==> src/design/assert_macros.svh <==
// Assertion macros used by the classifier RTL.
// Each macro expects signals named clk and rst_n in the using module.
`ifndef ASSERT_MACROS_SVH
`define ASSERT_MACROS_SVH

// Condition must hold at every clock edge outside reset.
`define BSLPC_ASSERT_ALWAYS(lbl, cond, msg) \
  lbl: assert property (@(posedge clk) disable iff (!rst_n) (cond)) \
    else $error(msg);

// Antecedent implies consequent in the same cycle.
`define BSLPC_ASSERT_IMPLIES(lbl, ante, cons, msg) \
  lbl: assert property (@(posedge clk) disable iff (!rst_n) (ante) |-> (cons)) \
    else $error(msg);

// Antecedent implies consequent in the next cycle.
`define BSLPC_ASSERT_NEXT(lbl, ante, cons, msg) \
  lbl: assert property (@(posedge clk) disable iff (!rst_n) (ante) |=> (cons)) \
    else $error(msg);

`endif

==> src/design/bslpc_pkg.sv <==
// Types and constants of the button short/long press classifier.
// No dependencies.
package bslpc_pkg;

  localparam int NUM_BUTTONS = 5;
  localparam int BTN_W       = $clog2(NUM_BUTTONS);
  localparam int TRK_W       = $clog2(NUM_BUTTONS + 1);
  localparam int REG_W       = 12;

  localparam logic [REG_W-1:0] LONG_TICKS_RST  = 12'd100;
  localparam logic [REG_W-1:0] SHORT_TICKS_RST = 12'd5;
  localparam logic [REG_W-1:0] REL_TICKS_RST   = 12'd5;

  typedef enum logic [1:0] {
    REG_LONG  = 2'd0,
    REG_SHORT = 2'd1,
    REG_REL   = 2'd2
  } cfg_reg_t;

  typedef struct packed {
    logic pressed;
    logic rel_step;
    logic sel;
  } lane_ctl_t;

  typedef struct packed {
    logic long_hit;
    logic short_hit;
    logic rel_hit;
  } lane_stat_t;

endpackage

==> src/design/bslpc_if.sv <==
// Valid/ready channel interfaces for input items and result items.
// Depends on bslpc_pkg.
interface bslpc_in_if ();
  logic valid;
  logic ready;
  logic hour_down;
  logic up_down;
  logic dn_down;
  logic select_down;
  logic lap_down;

  modport source (output valid, hour_down, up_down, dn_down, select_down, lap_down,
                  input ready);
  modport sink (input valid, hour_down, up_down, dn_down, select_down, lap_down,
                output ready);
endinterface

interface bslpc_out_if import bslpc_pkg::*; ();
  logic             valid;
  logic             ready;
  logic             click_valid;
  logic [BTN_W-1:0] click_button;
  logic             click_long;
  logic [TRK_W-1:0] tracked_button;

  modport source (output valid, click_valid, click_button, click_long, tracked_button,
                  input ready);
  modport sink (input valid, click_valid, click_button, click_long, tracked_button,
                output ready);
endinterface

==> src/design/bslpc_lane.sv <==
// One button lane: press and release counters, scan update and threshold checks.
// Depends on bslpc_pkg.
module bslpc_lane import bslpc_pkg::*; #(
  parameter int CW = 12
) (
  input  logic             clk,
  input  logic             rst_n,
  input  logic             fire,
  input  lane_ctl_t        ctl,
  input  logic [REG_W-1:0] long_ticks,
  input  logic [REG_W-1:0] short_ticks,
  input  logic [REG_W-1:0] rel_ticks,
  output lane_stat_t       stat
);

  localparam int CMP_W = (CW > REG_W) ? CW : REG_W;

  logic [CW-1:0]    press_r, press_nxt;
  logic [CW-1:0]    rel_r, rel_nxt;
  logic [CW-1:0]    press_inc, rel_inc, press_scan, rel_scan;
  logic [CMP_W-1:0] press_ext, rel_ext, long_ext, short_ext, relt_ext;
  logic             long_gt;

  always_comb begin
    press_inc  = (press_r == {CW{1'b1}}) ? press_r : press_r + CW'(1);
    rel_inc    = (rel_r == {CW{1'b1}}) ? rel_r : rel_r + CW'(1);
    press_scan = ctl.pressed ? press_inc : (ctl.rel_step ? '0 : press_r);
    rel_scan   = ctl.pressed ? '0 : (ctl.rel_step ? rel_inc : rel_r);
    press_ext  = CMP_W'(press_scan);
    rel_ext    = CMP_W'(rel_scan);
    long_ext   = CMP_W'(long_ticks);
    short_ext  = CMP_W'(short_ticks);
    relt_ext   = CMP_W'(rel_ticks);
    long_gt    = press_ext > long_ext;

    stat.long_hit  = ctl.sel && long_gt;
    stat.short_hit = ctl.sel && !long_gt && (press_ext > short_ext);
    stat.rel_hit   = ctl.sel && (rel_ext > relt_ext);

    press_nxt = stat.long_hit ? long_ext[CW-1:0] : press_scan;
    rel_nxt   = stat.rel_hit ? '0 : rel_scan;
  end

  always_ff @(posedge clk) begin
    if (!rst_n) begin
      press_r <= '0;
      rel_r   <= '0;
    end else if (fire) begin
      press_r <= press_nxt;
      rel_r   <= rel_nxt;
    end
  end

endmodule

==> src/design/bslpc_merge.sv <==
// Tracking selection, click flags and registered result stage.
// Depends on bslpc_pkg and assert_macros.svh.
`include "assert_macros.svh"
module bslpc_merge import bslpc_pkg::*; (
  input  logic                              clk,
  input  logic                              rst_n,
  input  logic                              in_valid,
  output logic                              in_ready,
  input  logic [NUM_BUTTONS-1:0]            pressed,
  output logic                              fire,
  output lane_ctl_t  [NUM_BUTTONS-1:0]      ctl,
  input  lane_stat_t [NUM_BUTTONS-1:0]      stat,
  output logic                              out_valid,
  input  logic                              out_ready,
  output logic                              click_valid,
  output logic [BTN_W-1:0]                  click_button,
  output logic                              click_long,
  output logic [TRK_W-1:0]                  tracked_button
);

  logic [TRK_W-1:0]       trk_r, trk_nxt, trk_scan;
  logic                   long_r, long_nxt, short_r, short_nxt;
  logic                   out_valid_r, out_valid_nxt;
  logic                   click_valid_r, click_valid_nxt;
  logic [BTN_W-1:0]       click_button_r, click_button_nxt;
  logic                   click_long_r, click_long_nxt;
  logic [TRK_W-1:0]       tracked_r;
  logic [NUM_BUTTONS-1:0] below, top_hit, old_hit, sel;
  logic [BTN_W-1:0]       sel_idx;
  logic                   any_pressed, seen, long_hit, short_hit, rel_hit, long_any, short_any;

  assign in_ready = !out_valid_r || out_ready;
  assign fire     = in_valid && in_ready;

  always_comb begin
    seen = 1'b0;
    for (int i = 0; i < NUM_BUTTONS; i++) begin
      below[i] = seen;
      seen     = seen | pressed[i];
    end
    seen = 1'b0;
    for (int i = NUM_BUTTONS - 1; i >= 0; i--) begin
      top_hit[i] = pressed[i] & !seen;
      seen       = seen | pressed[i];
    end
    any_pressed = |pressed;
    for (int i = 0; i < NUM_BUTTONS; i++) begin
      old_hit[i] = (trk_r == TRK_W'(i + 1));
    end
    sel = any_pressed ? top_hit : old_hit;

    sel_idx   = '0;
    long_hit  = 1'b0;
    short_hit = 1'b0;
    rel_hit   = 1'b0;
    for (int i = 0; i < NUM_BUTTONS; i++) begin
      ctl[i].pressed  = pressed[i];
      ctl[i].rel_step = !pressed[i] && old_hit[i] && !below[i];
      ctl[i].sel      = sel[i];
      if (sel[i]) begin
        sel_idx = sel_idx | BTN_W'(i);
      end
      long_hit  = long_hit  | stat[i].long_hit;
      short_hit = short_hit | stat[i].short_hit;
      rel_hit   = rel_hit   | stat[i].rel_hit;
    end

    trk_scan  = any_pressed ? (TRK_W'(sel_idx) + TRK_W'(1)) : trk_r;
    long_any  = long_r | long_hit;
    short_any = short_r | short_hit;

    click_valid_nxt  = rel_hit && (long_any || short_any);
    click_long_nxt   = rel_hit && long_any;
    click_button_nxt = click_valid_nxt ? sel_idx : '0;
    long_nxt         = (rel_hit && long_any) ? 1'b0 : long_any;
    short_nxt        = (rel_hit && !long_any && short_any) ? 1'b0 : short_any;
    trk_nxt          = rel_hit ? '0 : trk_scan;
    out_valid_nxt    = fire ? 1'b1 : (out_ready ? 1'b0 : out_valid_r);
  end

  always_ff @(posedge clk) begin
    if (!rst_n) begin
      trk_r       <= '0;
      long_r      <= 1'b0;
      short_r     <= 1'b0;
      out_valid_r <= 1'b0;
    end else begin
      out_valid_r <= out_valid_nxt;
      if (fire) begin
        trk_r   <= trk_nxt;
        long_r  <= long_nxt;
        short_r <= short_nxt;
      end
    end
  end

  always_ff @(posedge clk) begin
    if (fire) begin
      click_valid_r  <= click_valid_nxt;
      click_button_r <= click_button_nxt;
      click_long_r   <= click_long_nxt;
      tracked_r      <= trk_nxt;
    end
  end

  assign out_valid      = out_valid_r;
  assign click_valid    = click_valid_r;
  assign click_button   = click_button_r;
  assign click_long     = click_long_r;
  assign tracked_button = tracked_r;

  `BSLPC_ASSERT_ALWAYS(a_sel_onehot0, $onehot0(sel), "more than one lane selected")
  `BSLPC_ASSERT_ALWAYS(a_trk_range, trk_r <= TRK_W'(NUM_BUTTONS), "tracked code out of range")
  `BSLPC_ASSERT_IMPLIES(a_click_untracks, out_valid_r && click_valid_r, tracked_r == '0, "click left a button tracked")
  `BSLPC_ASSERT_NEXT(a_long_clears, fire && click_long_nxt, !long_r, "long flag kept after long click")

endmodule

==> src/design/button_short_long_press_classifier.sv <==
// Channel  | Dir | Handshake        | Payload
// in_ch    | in  | valid/ready      | hour_down, up_down, dn_down, select_down, lap_down
// out_ch   | out | valid/ready      | click_valid, click_button, click_long, tracked_button
// cfg_*    | in  | cfg_we           | cfg_index, cfg_data
// One item is accepted per cycle while ready; its result is registered for the next cycle.
// All button lanes update their counters in parallel in the accepting cycle.
// The input is ready whenever the output register is empty or is being taken.
// Reset is synchronous and loads the default thresholds and clears all counters.
// Top level of the button short/long press classifier.
// Depends on bslpc_pkg, bslpc_if, bslpc_lane and bslpc_merge.
module button_short_long_press_classifier import bslpc_pkg::*; #(
  parameter int COUNT_WIDTH = 12
) (
  input  logic             clk,
  input  logic             rst_n,
  bslpc_in_if.sink         in_ch,
  bslpc_out_if.source      out_ch,
  input  logic             cfg_we,
  input  logic [1:0]       cfg_index,
  input  logic [REG_W-1:0] cfg_data
);

  logic [REG_W-1:0] long_ticks_r, short_ticks_r, rel_ticks_r;
  logic [NUM_BUTTONS-1:0] pressed;
  logic fire;
  lane_ctl_t  [NUM_BUTTONS-1:0] ctl;
  lane_stat_t [NUM_BUTTONS-1:0] stat;

  always_ff @(posedge clk) begin
    if (!rst_n) begin
      long_ticks_r  <= LONG_TICKS_RST;
      short_ticks_r <= SHORT_TICKS_RST;
      rel_ticks_r   <= REL_TICKS_RST;
    end else if (cfg_we) begin
      unique case (cfg_index)
        REG_LONG:  long_ticks_r  <= cfg_data;
        REG_SHORT: short_ticks_r <= cfg_data;
        REG_REL:   rel_ticks_r   <= cfg_data;
        default: ;
      endcase
    end
  end

  assign pressed = {in_ch.lap_down, in_ch.select_down, in_ch.dn_down,
                    in_ch.up_down, in_ch.hour_down};

  for (genvar g = 0; g < NUM_BUTTONS; g++) begin : g_lane
    bslpc_lane #(.CW(COUNT_WIDTH)) u_lane (
      .clk         (clk),
      .rst_n       (rst_n),
      .fire        (fire),
      .ctl         (ctl[g]),
      .long_ticks  (long_ticks_r),
      .short_ticks (short_ticks_r),
      .rel_ticks   (rel_ticks_r),
      .stat        (stat[g])
    );
  end

  bslpc_merge u_merge (
    .clk            (clk),
    .rst_n          (rst_n),
    .in_valid       (in_ch.valid),
    .in_ready       (in_ch.ready),
    .pressed        (pressed),
    .fire           (fire),
    .ctl            (ctl),
    .stat           (stat),
    .out_valid      (out_ch.valid),
    .out_ready      (out_ch.ready),
    .click_valid    (out_ch.click_valid),
    .click_button   (out_ch.click_button),
    .click_long     (out_ch.click_long),
    .tracked_button (out_ch.tracked_button)
  );

endmodule
==> src/flat_wrapper.sv <==
// flat-port wrapper written by rule: the top's interface ports become plain ports
module button_short_long_press_classifier_flat import bslpc_pkg::*;
#(
  parameter int COUNT_WIDTH = 12
)
  (clk, rst_n, cfg_we, cfg_index, cfg_data, in_ch_valid, in_ch_hour_down, in_ch_up_down, in_ch_dn_down, in_ch_select_down, in_ch_lap_down, in_ch_ready, out_ch_valid, out_ch_click_valid, out_ch_click_button, out_ch_click_long, out_ch_tracked_button, out_ch_ready);
  bslpc_in_if in_ch_i ();
  bslpc_out_if out_ch_i ();
  input  logic clk;
  input  logic rst_n;
  input  logic cfg_we;
  input  logic [1:0] cfg_index;
  input  logic [REG_W-1:0] cfg_data;
  input wire logic [$bits(in_ch_i.valid)-1:0] in_ch_valid;
  input wire logic [$bits(in_ch_i.hour_down)-1:0] in_ch_hour_down;
  input wire logic [$bits(in_ch_i.up_down)-1:0] in_ch_up_down;
  input wire logic [$bits(in_ch_i.dn_down)-1:0] in_ch_dn_down;
  input wire logic [$bits(in_ch_i.select_down)-1:0] in_ch_select_down;
  input wire logic [$bits(in_ch_i.lap_down)-1:0] in_ch_lap_down;
  output wire logic [$bits(in_ch_i.ready)-1:0] in_ch_ready;
  output wire logic [$bits(out_ch_i.valid)-1:0] out_ch_valid;
  output wire logic [$bits(out_ch_i.click_valid)-1:0] out_ch_click_valid;
  output wire logic [$bits(out_ch_i.click_button)-1:0] out_ch_click_button;
  output wire logic [$bits(out_ch_i.click_long)-1:0] out_ch_click_long;
  output wire logic [$bits(out_ch_i.tracked_button)-1:0] out_ch_tracked_button;
  input wire logic [$bits(out_ch_i.ready)-1:0] out_ch_ready;
  assign in_ch_i.valid = in_ch_valid;
  assign in_ch_i.hour_down = in_ch_hour_down;
  assign in_ch_i.up_down = in_ch_up_down;
  assign in_ch_i.dn_down = in_ch_dn_down;
  assign in_ch_i.select_down = in_ch_select_down;
  assign in_ch_i.lap_down = in_ch_lap_down;
  assign in_ch_ready = in_ch_i.ready;
  assign out_ch_valid = out_ch_i.valid;
  assign out_ch_click_valid = out_ch_i.click_valid;
  assign out_ch_click_button = out_ch_i.click_button;
  assign out_ch_click_long = out_ch_i.click_long;
  assign out_ch_tracked_button = out_ch_i.tracked_button;
  assign out_ch_i.ready = out_ch_ready;
  button_short_long_press_classifier #(.COUNT_WIDTH(COUNT_WIDTH)) u_core (.clk(clk), .rst_n(rst_n), .in_ch(in_ch_i), .out_ch(out_ch_i), .cfg_we(cfg_we), .cfg_index(cfg_index), .cfg_data(cfg_data));
endmodule
==> config.mk <==
export PLATFORM = sky130hd
export DESIGN_NAME = button_short_long_press_classifier_flat
export DESIGN_NICKNAME = d
export VERILOG_FILES = /design/src/design/bslpc_pkg.sv /design/src/design/bslpc_if.sv /design/src/design/bslpc_lane.sv /design/src/design/bslpc_merge.sv /design/src/design/button_short_long_press_classifier.sv /design/src/flat_wrapper.sv
export VERILOG_INCLUDE_DIRS = /design/src /design/src/design
export SDC_FILE = /design/constraint.sdc
export NUM_CORES = 1
export LEC_CHECK = 0
export ABC_AREA = 0
export BUFFER_PORTS_ARGS = -buffer_cell sky130_fd_sc_hd__buf_2
export CAP_MARGIN = 10
export CORE_ASPECT_RATIO = 0.5
export CORE_MARGIN = 2
export CORE_UTILIZATION = 65
export DETAILED_ROUTE_END_ITERATION = 8
export PLACE_DENSITY = 0.82
export SETUP_SLACK_MARGIN = 0.5
export SYNTH_ARGS = -nofsm -noshare
export SYNTH_HDL_FRONTEND = slang
export SYNTH_SLANG_ARGS = --single-unit
==> constraint.sdc <==
create_clock -name clk -period 6.38 [get_ports clk]
set_clock_uncertainty 0.05 [all_clocks]
set_input_delay 0.319 -clock clk [delete_from_list [all_inputs] [get_ports clk]]
set_output_delay 0.319 -clock clk [all_outputs]
set_load 0.01 [all_outputs]
Word-level counts from Yosys, hierarchy flattened
Cells that the tools add are included.
{"block": "totals", "latch_bits": 0, "wordCells": 199, "reg_bits": 170, "mem_bits_rw": 0, "n_memories": 0, "output_inout_bits": 10, "rom_bits": 0}
{"block": "op_classes", "order_cmp": 15, "n_reduce_logical": 60, "n_shift": 0, "mul": 0, "eq_ne": 17, "mux": 51, "n_bitwise": 24, "div_mod_pow": 0, "addsub": 11}
{"op": "12-bit 2-to-1 mux", "n": 40}
{"op": "12-bit greater-than comparator", "n": 15}
{"op": "12-bit by 1-bit adder with 12-bit output (second input constant)", "n": 10}
{"op": "12-bit equality test (second input constant)", "n": 10}
{"op": "1-bit logical AND", "n": 34}
{"op": "1-bit OR", "n": 20}
{"op": "1-bit logical NOT", "n": 18}
{"op": "3-bit 2-to-1 mux", "n": 3}
{"op": "3-bit by 2-bit equality test with 1-bit output (second input constant)", "n": 2}
{"op": "3-bit equality test (second input constant)", "n": 2}
{"op": "2-bit AND reduction", "n": 3}
{"op": "1-bit 2-to-1 mux", "n": 5}
{"op": "5-bit 2-to-1 mux", "n": 1}
{"op": "5-bit OR reduction", "n": 1}
{"op": "1-bit AND", "n": 4}
{"op": "2-bit 2-to-1 mux", "n": 2}
{"op": "3-bit by 1-bit adder with 3-bit output (second input constant)", "n": 1}
{"op": "3-bit by 1-bit equality test with 1-bit output (second input constant)", "n": 1}
{"op": "2-bit by 1-bit equality test with 1-bit output (second input constant)", "n": 1}
{"op": "2-bit equality test (second input constant)", "n": 1}
{"op": "2-bit logical NOT", "n": 1}
{"op": "1-bit logical OR", "n": 2}
{"op": "2-bit nonzero test", "n": 1}

Depth between registers and ports, before layout
{"block": "logic_depth", "depth_word": 16, "mapped_depth": 19}

Hierarchy
From an unflattened synthesis, not the netlist that was laid out.
{"block": "unflattened", "cells_unflattened": 1928, "area_unflattened_um2": 15237.1}
{"mod": "bslpc_lane (u_core.g_lane[1].u_lane ...)", "area_each_um2": 2673.8, "n_inst": 2, "cells_per_inst": 347, "seq_area_each_um2": 480.5}
{"mod": "bslpc_lane (u_core.g_lane[0].u_lane)", "area_each_um2": 2561.2, "n_inst": 1, "cells_per_inst": 336, "seq_area_each_um2": 480.5}
{"mod": "bslpc_lane (u_core.g_lane[2].u_lane)", "area_each_um2": 2518.7, "n_inst": 1, "cells_per_inst": 330, "seq_area_each_um2": 480.5}
{"mod": "bslpc_lane (u_core.g_lane[4].u_lane)", "area_each_um2": 2501.1, "n_inst": 1, "cells_per_inst": 327, "seq_area_each_um2": 480.5}
{"mod": "button_short_long_press_classifier", "area_each_um2": 1390.1, "n_inst": 1, "cells_per_inst": 134, "seq_area_each_um2": 720.7}
{"mod": "bslpc_merge", "area_each_um2": 918.4, "n_inst": 1, "cells_per_inst": 107, "seq_area_each_um2": 360.3}

Least setup slack after synthesis
OpenSTA, ideal clock, no wires.
{"block": "synth_path", "path_type": "register to register", "start": "reg u_core.g_lane[4].u_lane.rel_r[0]", "end": "reg u_core.u_merge.long_r", "path_stages_with_launch": 19, "setup_time_ps": 70, "path_slack_ps": 2526, "arrival_time_ps": 3734, "path_buffers": 2, "path_cell_list": "dfxtp_1 > ha_1 > nand2_1 > or3_4 > o31a_1 > buf_2 > o21ai_1 > a21oi_1 > a311oi_2 > ha_1 > a41o_1 > a21oi_1 > o2bb2ai_1 > o31ai_1 > nand4_1 > or2_1 > buf_4 > or3b_1 > a21oi_1"}
{"block": "synth_between", "elab_chain_cells": 9, "word_cells_on_any_way": 10, "cone_classes": "add/sub (1); order compare (1); eq/ne (1); mux (4); bitwise (1); reduce/logical (2)"}
{"item": "start, declared", "line_no": "bslpc_lane.sv:19", "source": "logic [CW-1:0] rel_r, rel_nxt;"}
{"item": "start signal, assigned", "line_no": "bslpc_lane.sv:50", "source": "rel_r <= rel_nxt;"}
{"item": "12-bit by 1-bit adder with 12-bit output / 12-bit equality test (equally long branches)", "line_no": "bslpc_lane.sv:26", "source": "rel_inc = (rel_r == {CW{1'b1}}) ? rel_r : rel_r + CW'(1);"}
{"item": "12-bit 2-to-1 mux", "line_no": "bslpc_lane.sv:26"}
{"item": "12-bit 2-to-1 mux (*) (2 in a row)", "line_no": "bslpc_lane.sv:28", "source": "rel_scan = ctl.pressed ? '0 : (ctl.rel_step ? rel_inc : rel_r);"}
{"item": "12-bit greater-than comparator (*)", "line_no": "bslpc_lane.sv:38", "source": "stat.rel_hit = ctl.sel && (rel_ext > relt_ext);"}
{"item": "1-bit logical AND (*)", "line_no": "bslpc_lane.sv:38"}
{"item": "1-bit OR (*)", "line_no": "bslpc_merge.sv:65", "source": "rel_hit = rel_hit | stat[i].rel_hit;"}
{"item": "1-bit logical AND (*)", "line_no": "bslpc_merge.sv:75", "source": "long_nxt = (rel_hit && long_any) ? 1'b0 : long_any;"}
{"item": "1-bit 2-to-1 mux (*)", "line_no": "bslpc_merge.sv:75"}
{"item": "end signal, assigned", "line_no": "bslpc_merge.sv:91", "source": "long_r <= long_nxt;"}
{"item": "end, declared", "line_no": "bslpc_merge.sv:22", "source": "logic long_r, long_nxt, short_r, short_nxt;"}
Every way passes the cells marked *; elsewhere a longest branch is shown, timed or not.
A chain may end at the register's enable or synchronous reset.

Final worst setup path
{"block": "layout_path", "start": "reg u_core.u_merge.trk_r[2]", "end": "reg u_core.u_merge.trk_r[1]"}
{"block": "layout_between", "elab_chain_cells": 12, "word_cells_on_any_way": 46, "cone_classes": "add/sub (1); order compare (5); eq/ne (5); mux (17); bitwise (4); reduce/logical (14)"}
{"item": "start, declared", "line_no": "bslpc_merge.sv:21", "source": "logic [TRK_W-1:0] trk_r, trk_nxt, trk_scan;"}
{"item": "start signal, assigned", "line_no": "bslpc_merge.sv:90", "source": "trk_r <= trk_nxt;"}
{"item": "3-bit by 2-bit equality test with 1-bit output", "line_no": "bslpc_merge.sv:48", "source": "old_hit[i] = (trk_r == TRK_W'(i + 1));"}
{"item": "1-bit logical AND (2 in a row)", "line_no": "bslpc_merge.sv:58", "source": "ctl[i].rel_step = !pressed[i] && old_hit[i] && !below[i];"}
{"item": "12-bit 2-to-1 mux (2 in a row)", "line_no": "bslpc_lane.sv:28"}
{"item": "12-bit greater-than comparator", "line_no": "bslpc_lane.sv:38"}
{"item": "1-bit logical AND", "line_no": "bslpc_lane.sv:38"}
{"item": "1-bit OR (4 in a row)", "line_no": "bslpc_merge.sv:65"}
{"item": "3-bit 2-to-1 mux (*)", "line_no": "bslpc_merge.sv:77", "source": "trk_nxt = rel_hit ? '0 : trk_scan;"}
Marked as above.

==> results.md <==
- Die height: 107 microns
- Setup bufs post-CTS: 0
- Mapped Area: 13,800 sq um
- CP required: 6720 ps
- Clock latency on the worst-skew pair: 470 ps
- Area grow syn2layout: 6.17%
- Most frequent cells in the layout: nor2_1, nand2_1, ha_1
- Top FF cell, synth: dfxtp_1
- Gpl congestion: 0.955
- IO Count: 34
- Core area: 20,600 sq um
- Hpwl dp: 30,300 microns
- Synth Area in XOR/XNOR: 2.10%
- Min cycle time layout: 4820 ps
- Min-Delay Path Class: in -> reg
- Slew Viols, Final: 0
- Static Leak: 6.00 nW
- Mapped Cells: 1,778
- CTS tree: done
- Remaining DRCs: 0
- DRT iter0 DRCs: 1,631
- Register area: 3480 sq um
- Slew headroom: 26.4%
- Largest family of logic cells by synthesized area: simple AND/OR/NAND/NOR gates
- Largest net degree at the start of global routing: 91
- CTS buffer count: 17
- Post-CTS sizing: 0
- Tcrit/Tclk final: 75.5%
- Most common cell after layout, fill and taps aside: nor2_1
- Tot Pwr: 2.77 mW
- Average wire per standard cell: 20.9 microns
- Peak Freq: 0.208 GHz
- Post-Syn Nets: 1,993
- Drt pass-1 iters: 9
- # diodes: 0
- Area share of and/or/nand/nor cells after synthesis: 25.1%
- EDFF count, synth: 8
- Share of cells above drive strength 1: 6.27%
- Mean Syn Cell Area: 7.74 sq um
- Antenna-violating nets left: 0
- Max-Cap Viols: 0
- Peak VDD IR: 165 uV
- H-Tree Depth: 4
- Final core occ: 70.8%
- Placed inst area: 14,000 sq um
- CTS max path bufs: 2
- Synthesized flop and latch total: 170
- Fill cells: 1,708
- Die Wd: 210 microns
- Critical path launch point type: flip-flop
- Root buffer selected by CTS: clkbuf_16
- Clock sink total: 170
- Setup crit end kind: flip-flop
- Compound-Gate Fraction of Synth Area: 22.6%
- CTS Hold Bufs: 0
- Crit Path Max Fanout: 12
- # setup viols final: 0
- Core Rows: 37
- Ys async rst share: 0%
- Kind of critical path: reg -> reg
- Grt ovf: 0
- Area of the multi-input gates: 9710 sq um
- Adder-cell share of the synthesized area: 17.4%
- RSZ-0062 raised after global routing: false
- Vias: 14.0k
- GRT Resource Usage Total: 38.2%
- Sequential element share of the synthesized area: 25.3%
- Setup TNS: 0 ps
- Finished layout cell area: 14,600 sq um
- First-pass GRT wire length: 67,300 microns
- Synth warn: 0
- Die area: 22,400 sq um
- Count of final hold-check violations: 0
- Outcome: complete, no violations
- Vias per inst: 6.86
- Pwr/cell area: 189 nW/um^2
- Cells on worst reg2reg path: 14
- WP data arrival: 5160 ps
- Initial antenna violation count: 1
- Reg clk slew, reported paths: 80 ps
- Starting Density: 66.6%
- Final wirelength: 42,700 microns
- Post-synthesis mux area share: 3.31%
- Hold-critical path depth: 3
- Fin nets: 1,972
- Port bufs: 33
- Worst Tran Pin Value: 1100 ps
- Cell variety after synth: 87
- Vias in the first global route: 13.1k
## sequential cells by signal, indices dropped and copies added, names as in the netlist
signal	count
u_core.g_lane.u_lane.press_r	60
u_core.g_lane.u_lane.rel_r	60
u_core.long_ticks_r	12
u_core.rel_ticks_r	12
u_core.short_ticks_r	12
u_core.u_merge.click_button	3
u_core.u_merge.tracked_button	3
u_core.u_merge.trk_r	3
u_core.u_merge.click_long	1
u_core.u_merge.click_valid	1
u_core.u_merge.long_r	1
u_core.u_merge.out_valid	1
u_core.u_merge.short_r	1
## area by class of cell
cell class	instances	share of cell area, %
Multi-Input combinational cell	1463	66.5
Inverter	63	1.64
Timing Repair Buffer	42	1.59
Sequential cell	170	23.8
Tap cell	273	2.34
Clock buffer	17	2.91
Clock inverter	15	1.22
## synthesized netlist by cell type (14+ instances only)
cell type	number	area, sq um
a211oi_1	45	338
a21o_1	29	218
a21oi_1	171	856
a22oi_1	50	375
a31oi_1	20	125
and3_1	36	225
and4_1	14	123
clkbuf_1	65	244
dfxtp_1	162	3240
ha_1	191	2390
inv_1	62	233
mux2i_1	41	410
nand2_1	196	736
nand2b_1	19	119
nand3_1	75	375
nand4_1	65	407
nor2_1	212	796
nor3_1	27	135
o211ai_1	35	263
o21ai_0	51	255
xor2_1	25	219
## power breakdown
group | total [mW] | internal [mW] | switching, mW | leakage (nW)
Clock | 1.09 | 0.560 | 0.531 | 0.294
Combinational | 0.525 | 0.182 | 0.342 | 4.31
Sequential | 1.15 | 1.11 | 0.0472 | 1.40
## layer usage
| layer | up-vias | routed length [microns] | track usage, % |
|---|---|---|---|
| met5 | - | 0 | 0 |
| met4 | 0 | 1410 | 15.9 |
| met3 | 117 | 4500 | 8.52 |
| met2 | 721 | 18900 | 62.5 |
| met1 | 6612 | 17800 | 49.0 |
| li1 | 6555 | - | - |
## cell families (layout without fill, tap and decap cells)
| kind of cell | Yosys count | in the layout |
|---|---|---|
| buffers and inverters | 145 | 137 |
| AND/OR/NAND/NOR | 715 | 715 |
| multiplexers | 45 | 45 |
| adder cells (fa/ha/maj) | 191 | 191 |
| AO/OA/AOI/OAI | 479 | 479 |
| flip-flops | 170 | 170 |
| XOR/XNOR | 33 | 33 |
## final timing paths
check	start	end	slack (ps)
max reg2reg	u_core.u_merge.trk_r[2]$_SDFFE_PN0P_	u_core.u_merge.trk_r[1]$_SDFFE_PN0P_	1560
max	u_core.u_merge.trk_r[2]$_SDFFE_PN0P_	u_core.u_merge.trk_r[1]$_SDFFE_PN0P_	1560
min	cfg_data[3]	u_core.short_ticks_r[3]$_SDFFE_PN0P_	60
min reg2reg	u_core.short_ticks_r[11]$_SDFFE_PN0P_	u_core.short_ticks_r[11]$_SDFFE_PN0P_	410
## critical path, cell delays in order (launching register included)
cell      delay, ps
dfxtp_1         480
nor3b_2         340
nand3b_1        530
a31o_1          490
or3_1           330
a21oi_1         220
ha_1            290
and3_4          200
a221o_1         340
a22oi_1         210
a211o_2         250
nand4_1         110
or2_1           370
or3_1           390
a21oi_1         140
## stage by stage
| step | cells | setup slack [ps] | hold WS (ps) |
|---|---|---|---|
| finish | 2043 | 1560 | 60.5 |
| global route | 2043 | 1260 | 67.4 |
| CTS | 2043 | 1690 | 57.9 |
| detailed placement | 2011 | 1290 | 398 |
| global placement | 2011 | 1460 | 394 |
| floorplan | 1778 | 2530 | 378 |
(Power assumes the default switching activity.)
